### src/rtl/core/ssc_pkg.sv
// Shared types and constants for the substring occurrence counter.
// No dependencies; imported by ssc_cell and substring_occurrence_counter.
package ssc_pkg;

  // default sizes for the top-level parameters
  localparam int unsigned MaxPatternDefault = 32;
  localparam int unsigned CountBitsDefault  = 16;

  // width of the count field on the result port
  localparam int unsigned OutCountW = 16;

  // operation codes carried by a transaction
  localparam logic OpPattern = 1'b0;
  localparam logic OpText    = 1'b1;

  // shift enables handed to every cell of the chain
  typedef struct packed {
    logic pat_shift;
    logic win_shift;
  } ssc_ctrl_t;

endpackage

### src/rtl/core/ssc_cell.sv
// One cell of the comparison chain: holds one pattern byte and one window byte.
// Depends on ssc_pkg for the control struct.
module ssc_cell
  import ssc_pkg::*;
(
  input  logic       clk_i,
  input  logic       rst_ni,
  input  ssc_ctrl_t  ctrl_i,
  input  logic [7:0] pat_i,
  input  logic       pval_i,
  input  logic [7:0] win_i,
  input  logic       wval_i,
  output logic [7:0] pat_o,
  output logic       pval_o,
  output logic [7:0] win_o,
  output logic       wval_o,
  output logic       ok_o
);

  logic [7:0] pat_q;
  logic       pval_q;
  logic [7:0] win_q;
  logic       wval_q;

  // valid bits of both chains
  always_ff @(posedge clk_i or negedge rst_ni) begin
    if (!rst_ni) begin
      pval_q <= 1'b0;
      wval_q <= 1'b0;
    end else begin
      if (ctrl_i.pat_shift) begin
        pval_q <= pval_i;
      end
      if (ctrl_i.win_shift) begin
        wval_q <= wval_i;
      end
    end
  end

  // byte registers, no reset needed
  always_ff @(posedge clk_i) begin
    if (ctrl_i.pat_shift) begin
      pat_q <= pat_i;
    end
    if (ctrl_i.win_shift) begin
      win_q <= win_i;
    end
  end

  // compare the byte entering this cell with the held pattern byte
  assign ok_o = !pval_q || (wval_i && (win_i == pat_q));

  assign pat_o  = pat_q;
  assign pval_o = pval_q;
  assign win_o  = win_q;
  assign wval_o = wval_q;

endmodule

### src/rtl/core/substring_occurrence_counter.sv
// Substring occurrence counter: a chain of MAX_PATTERN cells compares a text window
// with a loaded pattern. Depends on ssc_pkg and ssc_cell.
//
// Pattern bytes (operation 0) shift into the pattern chain, newest in the first cell,
// and produce no result; first_of_run restarts the pattern and clears the overflow flag.
// A byte that arrives with all MAX_PATTERN cells full is dropped and sets
// pattern_overflow, which disables matching until the next restart. Text bytes
// (operation 1) shift into the window chain; each yields one result with the
// match-ends-here flag, the saturating occurrence count (low 16 bits shown) and the
// echoes of last_of_text and the overflow flag. The per-cell byte compares, their AND
// across the chain and the count increment all happen in the accepting cycle, and the
// result sits in an output register from the next cycle on. A new transaction is taken
// whenever that register is empty or is being drained, so the block sustains one byte
// per clock.
module substring_occurrence_counter
  import ssc_pkg::*;
#(
  parameter int unsigned MAX_PATTERN = MaxPatternDefault,
  parameter int unsigned COUNT_BITS  = CountBitsDefault
) (
  input  logic                 clk_i,
  input  logic                 rst_ni,
  input  logic                 in_valid_i,
  output logic                 in_ready_o,
  input  logic                 operation_i,
  input  logic [7:0]           data_byte_i,
  input  logic                 first_of_run_i,
  input  logic                 last_of_text_i,
  output logic                 out_valid_o,
  input  logic                 out_ready_i,
  output logic                 match_ends_here_o,
  output logic [OutCountW-1:0] match_count_o,
  output logic                 text_done_o,
  output logic                 pattern_overflow_o
);

  localparam logic [COUNT_BITS-1:0] CountMax = {COUNT_BITS{1'b1}};

  logic                   accept;
  logic                   pat_item;
  logic                   txt_item;
  logic                   pat_full;
  ssc_ctrl_t              ctrl;

  logic [MAX_PATTERN-1:0][7:0] pat_in, pat_out, win_in, win_out;
  logic [MAX_PATTERN-1:0]      pval_in, pval_q, wval_in, wval_q, ok;

  logic                   overflow_q, overflow_d;
  logic [COUNT_BITS-1:0]  cnt_q, cnt_d, cnt_base;
  logic                   hit;

  logic                   out_valid_q;
  logic                   match_q;
  logic [COUNT_BITS-1:0]  count_q;
  logic                   done_q;
  logic                   ovf_out_q;
  logic [COUNT_BITS+OutCountW-1:0] count_ext;

  // handshake
  assign in_ready_o = !out_valid_q || out_ready_i;
  assign accept     = in_valid_i && in_ready_o;
  assign pat_item   = accept && (operation_i == OpPattern);
  assign txt_item   = accept && (operation_i == OpText);
  assign pat_full   = pval_q[MAX_PATTERN-1];

  // chain shift enables
  assign ctrl.pat_shift = pat_item && (first_of_run_i || !pat_full);
  assign ctrl.win_shift = txt_item;

  // neighbor inputs, restart clears the valid bits behind the first cell
  always_comb begin
    for (int j = 0; j < MAX_PATTERN; j++) begin
      if (j == 0) begin
        pat_in[j]  = data_byte_i;
        pval_in[j] = 1'b1;
        win_in[j]  = data_byte_i;
        wval_in[j] = 1'b1;
      end else begin
        pat_in[j]  = pat_out[j-1];
        pval_in[j] = !first_of_run_i && pval_q[j-1];
        win_in[j]  = win_out[j-1];
        wval_in[j] = !first_of_run_i && wval_q[j-1];
      end
    end
  end

  // cell chain
  for (genvar g = 0; g < MAX_PATTERN; g++) begin : g_cell
    ssc_cell u_cell (
      .clk_i  (clk_i),
      .rst_ni (rst_ni),
      .ctrl_i (ctrl),
      .pat_i  (pat_in[g]),
      .pval_i (pval_in[g]),
      .win_i  (win_in[g]),
      .wval_i (wval_in[g]),
      .pat_o  (pat_out[g]),
      .pval_o (pval_q[g]),
      .win_o  (win_out[g]),
      .wval_o (wval_q[g]),
      .ok_o   (ok[g])
    );
  end

  // overflow flag
  always_comb begin
    overflow_d = overflow_q;
    if (pat_item) begin
      if (first_of_run_i) begin
        overflow_d = 1'b0;
      end else if (pat_full) begin
        overflow_d = 1'b1;
      end
    end
  end

  // match decision and saturating count
  assign hit      = !overflow_q && pval_q[0] && (&ok);
  assign cnt_base = first_of_run_i ? '0 : cnt_q;
  assign cnt_d    = (hit && (cnt_base != CountMax)) ? cnt_base + 1'b1 : cnt_base;

  always_ff @(posedge clk_i or negedge rst_ni) begin
    if (!rst_ni) begin
      overflow_q  <= 1'b0;
      cnt_q       <= '0;
      out_valid_q <= 1'b0;
    end else begin
      overflow_q <= overflow_d;
      if (txt_item) begin
        cnt_q <= cnt_d;
      end
      if (txt_item) begin
        out_valid_q <= 1'b1;
      end else if (out_ready_i) begin
        out_valid_q <= 1'b0;
      end
    end
  end

  // result register
  always_ff @(posedge clk_i) begin
    if (txt_item) begin
      match_q   <= hit;
      count_q   <= cnt_d;
      done_q    <= last_of_text_i;
      ovf_out_q <= overflow_q;
    end
  end

  assign count_ext          = {{OutCountW{1'b0}}, count_q};
  assign out_valid_o        = out_valid_q;
  assign match_ends_here_o  = match_q;
  assign match_count_o      = count_ext[OutCountW-1:0];
  assign text_done_o        = done_q;
  assign pattern_overflow_o = ovf_out_q;

  // pattern valid bits form a contiguous run from the first cell
  a_pval_thermo: assert property (@(posedge clk_i) disable iff (!rst_ni)
    ((pval_q >> 1) & ~pval_q) == '0)
    else $error("pattern valid bits not contiguous");

  // window valid bits form a contiguous run from the first cell
  a_wval_thermo: assert property (@(posedge clk_i) disable iff (!rst_ni)
    ((wval_q >> 1) & ~wval_q) == '0)
    else $error("window valid bits not contiguous");

  // overflow only with a full pattern store
  a_ovf_full: assert property (@(posedge clk_i) disable iff (!rst_ni)
    overflow_q |-> pat_full)
    else $error("overflow flag without full pattern");

  // a reported match always leaves a nonzero count
  a_match_cnt: assert property (@(posedge clk_i) disable iff (!rst_ni)
    (out_valid_q && match_q) |-> (count_q != '0))
    else $error("match reported with zero count");

  // a hit on a text transaction without restart advances an unsaturated count by one
  a_cnt_grow: assert property (@(posedge clk_i) disable iff (!rst_ni)
    (txt_item && hit && !first_of_run_i && (cnt_q != CountMax)) |=> (cnt_q == $past(cnt_q) + 1'b1))
    else $error("count did not advance on a hit");

endmodule
### config.mk
export PLATFORM = sky130hd
export DESIGN_NAME = substring_occurrence_counter
export DESIGN_NICKNAME = d
export VERILOG_FILES = /design/src/rtl/core/ssc_pkg.sv /design/src/rtl/core/ssc_cell.sv /design/src/rtl/core/substring_occurrence_counter.sv
export SDC_FILE = /design/constraint.sdc
export NUM_CORES = 1
export LEC_CHECK = 0
export CAP_MARGIN = 20
export CORE_ASPECT_RATIO = 2
export CORE_MARGIN = 2
export CORE_UTILIZATION = 57
export DETAILED_ROUTE_END_ITERATION = 6
export DONT_BUFFER_PORTS = 1
export PLACE_DENSITY_LB_ADDON = 0.1
export SLEW_MARGIN = 0
export SYNTH_ARGS = -nofsm -noshare
export SYNTH_HDL_FRONTEND = slang
export SYNTH_SLANG_ARGS = --single-unit
### constraint.sdc
create_clock -name clk_i -period 9.7 [get_ports clk_i]
set_clock_uncertainty 0.05 [all_clocks]
set_input_delay 0 -clock clk_i [delete_from_list [all_inputs] [get_ports clk_i]]
set_output_delay 0 -clock clk_i [all_outputs]
set_load 0.01 [all_outputs]
==> results of run 1 <==
-- flip-flops by register name, indices dropped and copies added, names as in the netlist --
name / flops
g_cell.u_cell.win_o: 248
pattern_overflow_o: 1
text_done_o: 1
match_count_o: 16
g_cell.u_cell.pval_o: 32
out_valid_o: 1
g_cell.u_cell.pat_o: 256
g_cell.u_cell.wval_o: 31
cnt_q: 16
overflow_q: 1
match_ends_here_o: 1
-- path summary, 6_finish.rpt --
kind                                                 start                    endpoint  cells after the start
worst max-delay path            g_cell[30].u_cell.pat_o[6]           match_count_o[10]                      8
worst min-delay path                                rst_ni                    cnt_q[2]                      2
worst max register to register  g_cell[30].u_cell.pat_o[6]           match_count_o[10]                      8
worst min register to register  g_cell[11].u_cell.win_o[3]  g_cell[12].u_cell.win_o[3]                      0
max in group asynchronous                           rst_ni    g_cell[24].u_cell.pval_o                      2
min in group clk_i                          data_byte_i[7]   g_cell[0].u_cell.win_o[7]                      1
-- cells in the final DEF, fill, tap and decap left out, types with 9 or more instances in the layout --
master / n
a22o_1: 30
and3_1: 11
clkbuf_1: 14
clkbuf_16: 52
clkinv_2: 9
dfrtp_1: 81
dlygate4sd3_1: 19
edfxtp_1: 523
nand2_1: 52
nand2b_1: 43
nand3_1: 40
nand4_1: 49
nor2_1: 9
nor2b_1: 9
o21ai_0: 32
o41ai_1: 18
o41ai_2: 11
xnor2_1: 228
xor2_1: 33
-- cells by family after synthesis --
kind of cell | share of synthesized area
flops | 0.780
fa+ha+maj | 0.000551
mux | 0.00176
xor+xnor | 0.101
simple gates | 0.0630
compound gates | 0.0450
buf+inv | 0.00870
-- cell type report --
cell class / count / area, sq um
flip-flops and latches: 604 / 17700
fillers: 2887 / 14200
multi-input cells: 643 / 4810
clock buffers: 69 / 1400
well taps: 525 / 657
repair buffers: 30 / 330
clock inverters: 27 / 275
inverters: 10 / 52.6
-- cells in the mapped netlist (5+ instances only) --
cell type,instances,area [sq um]
nand4_1,49,307
xor2_1,33,289
nor2_1,9,33.8
dfrtp_1,81,2030
edfxtp_1,523,15700
o41ai_2,11,179
nor3_1,8,40.0
o41ai_1,18,158
nor2b_1,9,56.3
nand2_1,52,195
a22o_1,30,263
clkbuf_1,16,60.1
buf_6,7,78.8
nand3_1,41,205
inv_1,10,37.5
a21oi_1,7,35.0
nand2b_1,43,269
o211ai_1,5,37.5
xnor2_1,228,2000
and3_1,11,68.8
o21ai_0,32,160
a221o_1,5,50.1
-- power groups by stage --
stage                     clock network, uW  registers (uW)  logic [uW]
after floorplan                           0            3080         151
after global placement                    0            3070         202
after detailed placement                  0            3080         205
after CTS                              2090            3020         225
after global routing                   2190            3030         243
final                                  2050            3020         221
-- metrics by stage --
stage	cell area [sq um]	setup slack, ns	utilization	instances	hold WS, ns
finish	25300	6.00	0.640	1908	-0.0131
global route	25300	5.76	0.640	1908	0.0107
CTS	25200	5.90	0.640	1907	0.000336
detailed placement	23300	5.92	0.591	1790	-0.342
global placement	23300	5.80	0.591	1789	-0.343
floorplan	22700	0.125	-	1285	-0.346
-- timing repair --
item	in CTS	in global routing
hold buffers	21	0
hold endpoints to repair	194	0
setup buffers	0	0
endpoints found under the setup margin	0	0
-- per-layer routing --
metal  global-route usage  vias up  share of wire
li1                     -     4971              -
met1                0.230     5637           0.35
met2                0.436      198           0.59
met3               0.0293       69          0.033
met4               0.0748        0          0.031
met5                    0        -              0
==> impl_metrics.env, run 1 <==
export IMPL_p_leak_uw=0.00832
export IMPL_crit_arrival_ns=3.99
export IMPL_slew_violations=0
export IMPL_grt_pass1_vias=11518
export IMPL_syn_inst=1285
export IMPL_fp_row_count=103
export IMPL_p_switching_uw=1120
export IMPL_hpwl_mm=29.2
export IMPL_start_util=0.576
export IMPL_die_y_microns=286
export IMPL_power_density_nw_per_um2=210
export IMPL_n_antenna_cell=0
export IMPL_critical_path_top_delay_family="simple AND/OR/NAND/NOR gates"
export IMPL_boundaryPins=36
export IMPL_routabilityCongestion=0.749
export IMPL_grt_pass1_wl_mm=67.4
export IMPL_grt_max_degree=135
export IMPL_core_area_sq_um=39400
export IMPL_port_buffers=0
export IMPL_synth_seq_area_share=0.780
export IMPL_totalWireLength_mm=44.5
export IMPL_setup_viol=0
export IMPL_vias=10875
export IMPL_intPower_uw=4170
export IMPL_drt_initial_drc_count=884
export IMPL_cp_num_buf_inv=0
export IMPL_drt_first_pass_iters=5
export IMPL_period_minus_slack_ns=3.70
export IMPL_async_flop_share=0.134
export IMPL_syn_nets=1301
export IMPL_timing_hold_ws_ns=-0.0131
export IMPL_synth_area_sq_um=22700
export IMPL_relSlewSlack=0.282
export IMPL_ys_warn_count=0
export IMPL_grt_ovfl_total=0
export IMPL_outcome="finished with violations"
export IMPL_violations="negative hold slack"
export IMPL_cts_sinks=604
export IMPL_seqPwrFrac=0.571
export IMPL_hold_path_class="in -> async"
export IMPL_vias_per_cell=5.70
export IMPL_slowest_delay_ns=0.93
export IMPL_tightest_slew_ns=1.06
export IMPL_syn_to_final_growth_pct=11.1
export IMPL_p_clk_frac=0.387
export IMPL_root_buffer="clkbuf_16"
export IMPL_critPathKind="reg -> reg"
export IMPL_cts_tree="yes"
export IMPL_p_comb_frac=0.042
export IMPL_hold_violations=14
export IMPL_r2r_slack_ns=6.00
export IMPL_synth_seq_cells=604
export IMPL_crit_fanout=18
export IMPL_path_cells="xnor2_1 -> nand3_1 -> o41ai_1 -> nand4_1 -> nor4_2 -> and3_1 -> a21oi_1 -> a31o_2"
export IMPL_rsz0062_at_grt="no"
export IMPL_cap_violations=0
export IMPL_finalCritPeriodShare=0.382
export IMPL_yosys_most_used_dff="edfxtp_1"
export IMPL_die_w_microns=145
export IMPL_gr_usage_all_layers=0.217
export IMPL_fmax_mhz=270
export IMPL_drive_above_1_share=0.0810
export IMPL_p_sw_frac=0.211
export IMPL_ir_drop_mv=0.207
export IMPL_critPathSlowestCell="o41ai_1"
export IMPL_critical_path_required_ns=9.99
export IMPL_start_kind="register"
export IMPL_clockBufferDepth=3
export IMPL_antenna_found_initial=0
export IMPL_finalPower_uw=5290
export IMPL_synth_edff_count=523
export IMPL_cts_resized=0
export IMPL_die_area_sq_um=41600
export IMPL_route_detailed_drc=0
export IMPL_final_net_count=1356
export IMPL_cts_reportedPaths_clkPinSlew_ns=0.07
export IMPL_fin_setup_tns_ns=0
export IMPL_syn_area_per_cell_sq_um=17.7
export IMPL_insertion_delay_ns=0.58
export IMPL_cts_htree_levels=2
export IMPL_ant_nets=0
export IMPL_avgRoutedWirePerCell_microns=23.3
export IMPL_numCtsBuffers=51
export IMPL_ys_types=53
export IMPL_end_kind="register"
Note: power is estimated with default switching activity, not from simulation.
==> run 2: changes to the inputs <==
Settings changed: CORE_UTILIZATION 57 to 63.
Clock period 9.7 ns to 3.44 ns, I/O delays scaled along.
==> run 2 against run 1 <==
Effect of this change: largest power group unchanged; critical path depth is 2 higher; die area decreased by 9.3%; utilization grew 7.8 points; worst hold slack gained 0.035 ns; first-iteration DRC count up 4.6%; non-clock buffer count increased by 33; combinational power rose to 3.0 times the previous value; global-route usage increased by 2.1 points; cell count fell by 2.4%; the run now ends clean; sequential power grew to 2.8 times the previous value.
==> impl_metrics.env, run 2 (same netlist as run 1, synthesis figures left out) <==
export IMPL_final_util=0.718
export IMPL_relSlewSlack=0.465
export IMPL_period_minus_slack_ns=3.30
export IMPL_grt_pass1_vias=11767
export IMPL_largest_register_ffs=256
export IMPL_hpwl_mm=29.8
export IMPL_clockBufferDepth=3
export IMPL_drive_above_1_share=0.110
export IMPL_end_kind="register"
export IMPL_cts_htree_levels=2
export IMPL_setup_viol=0
export IMPL_die_w_microns=138
export IMPL_slowest_delay_ns=0.61
export IMPL_n_antenna_cell=0
export IMPL_fillers=2212
export IMPL_core_area_sq_um=35700
export IMPL_hold_path_class="in -> async"
export IMPL_multi_input_area_sq_um=4840
export IMPL_path_cells="xnor2_1 -> nand3_1 -> o41ai_1 -> buf_4 -> nand4_1 -> nor4_4 -> and3_1 -> buf_4 -> nand2_2 -> a221o_1"
export IMPL_numCtsBuffers=49
export IMPL_critPathKind="reg -> reg"
export IMPL_power_density_nw_per_um2=596
export IMPL_die_y_microns=273
export IMPL_cts_tree="yes"
export IMPL_crit_arrival_ns=3.71
export IMPL_final_net_count=1387
export IMPL_final_cell_mix="edfxtp_1, xnor2_1, dfrtp_1, nand2_1, clkbuf_16"
export IMPL_insertion_delay_ns=0.58
export IMPL_die_area_sq_um=37700
export IMPL_ir_drop_mv=0.701
export IMPL_drt_initial_drc_count=925
export IMPL_antenna_found_initial=0
export IMPL_vias_per_cell=5.90
export IMPL_final_common_cell="edfxtp_1"
export IMPL_fmax_mhz=303
export IMPL_cts_sinks=604
export IMPL_crit_fanout=7
export IMPL_boundaryPins=36
export IMPL_drt_first_pass_iters=5
export IMPL_ant_nets=0
export IMPL_grt_busiest_layer="met2"
export IMPL_vias=10979
export IMPL_start_util=0.637
export IMPL_tightest_slew_ns=0.802
export IMPL_finalCritPeriodShare=0.958
export IMPL_critPathSlowestCell="o41ai_1"
export IMPL_critical_path_required_ns=3.85
export IMPL_regArea_sq_um=17700
export IMPL_cap_violations=0
export IMPL_totalWireLength_mm=44.4
export IMPL_route_detailed_drc=0
export IMPL_syn_to_final_growth_pct=12.8
export IMPL_grt_util_met1=0.258
export IMPL_grt_pass1_wl_mm=67.4
export IMPL_timing_hold_ws_ns=0.0220
export IMPL_port_buffers=0
export IMPL_grt_ovfl_total=0
export IMPL_cpMostUsedCell="buf_4"
export IMPL_start_kind="register"
export IMPL_outcome="complete, no violations"
export IMPL_grt_max_degree=84
export IMPL_avgRoutedWirePerCell_microns=23.8
export IMPL_grt_use_met3=0.0301
export IMPL_fp_row_count=98
export IMPL_slew_violations=0
export IMPL_cts_reportedPaths_clkPinSlew_ns=0.07
export IMPL_p_leak_uw=0.00856
export IMPL_gr_usage_all_layers=0.239
export IMPL_rsz0062_at_grt="no"
export IMPL_use_met2=0.470
export IMPL_hold_violations=0
export IMPL_root_buffer="clkbuf_16"
export IMPL_routabilityCongestion=0.830
[run 2: cell count changes in the layout (fill, tap and decap cells not counted), moves of 4 or more]
cell,previous run,this run
buf_4,7,36
clkbuf_1,14,5
buf_12,0,6
clkinv_2,9,3
clkinvlp_4,1,6
bufinv_16,5,9
clkbuf_8,3,7
[run 2: power by group]
group | leakage [uW] | internal, uW | switching [uW] | total (uW)
clock | 0.000860 | 3560 | 2540 | 6100
sequential | 0.00597 | 8300 | 217 | 8520
combinational | 0.00173 | 256 | 405 | 661
total | 0.00856 | 12100 | 3170 | 15300
[run 2: routing by layer]
layer  vias up  routed length [microns]
met3        81                     1670
met1      5597                    15200
met4         0                     1490
met2       263                    26000
li1       5038                        -
met5         -                        0
[run 2: path summary, 6_finish.rpt]
path	start	end	slack, ns	depth (start not counted)
min in group clk_i	data_byte_i[0]	g_cell[0].u_cell.win_o[0]	0.03	1
setup reg to reg	g_cell[30].u_cell.pat_o[1]	cnt_q[9]	0.14	10
max in group asynchronous	rst_ni	g_cell[7].u_cell.pval_o	2.91	3
hold / removal	rst_ni	cnt_q[9]	0.02	3
setup / recovery	g_cell[30].u_cell.pat_o[1]	cnt_q[9]	0.14	10
hold reg to reg	g_cell[12].u_cell.win_o[5]	g_cell[13].u_cell.win_o[5]	0.41	0
[run 2: layout make-up]
class                           count  share of cell area
Sequential cell                   604               0.692
Clock inverter                     29              0.0155
Tap cell                          450              0.0220
Inverter                           10             0.00190
Timing Repair Buffer               63              0.0255
Multi-Input combinational cell    643               0.189
Clock buffer                       63              0.0543
[run 2: worst max-delay path: cells and delay by family (launching register included)]
kind | cells | cell delay, ns
flip-flops | 1 | 0.40
AND/OR/NAND/NOR | 5 | 1.12
AO/OA/AOI/OAI | 2 | 0.96
XOR/XNOR | 1 | 0.21
buffers and inverters | 2 | 0.45
[run 2: through the flow]
step                      worst slack (ns)  setup TNS (ns)  instances  total power, uW  instance area, sq um
final                                0.144               0       1862            15300                 25600
after global routing                 0.119               0       1862            15700                 25600
after CTS                           0.0184               0       1862            15400                 25600
after detailed placement            0.0342               0       1749             9290                 23600
after global placement              0.0687               0       1749             9260                 23600
after floorplan                      -1.73         -443.13       1285             9060                 22800
[run 2: what timing repair did]
item,4_1_cts,5_1_grt
hold endpoints to repair,250,0
buffers inserted,0,0
hold buffers,21,0
endpoints found under the setup margin,0,3
resized for setup,0,1
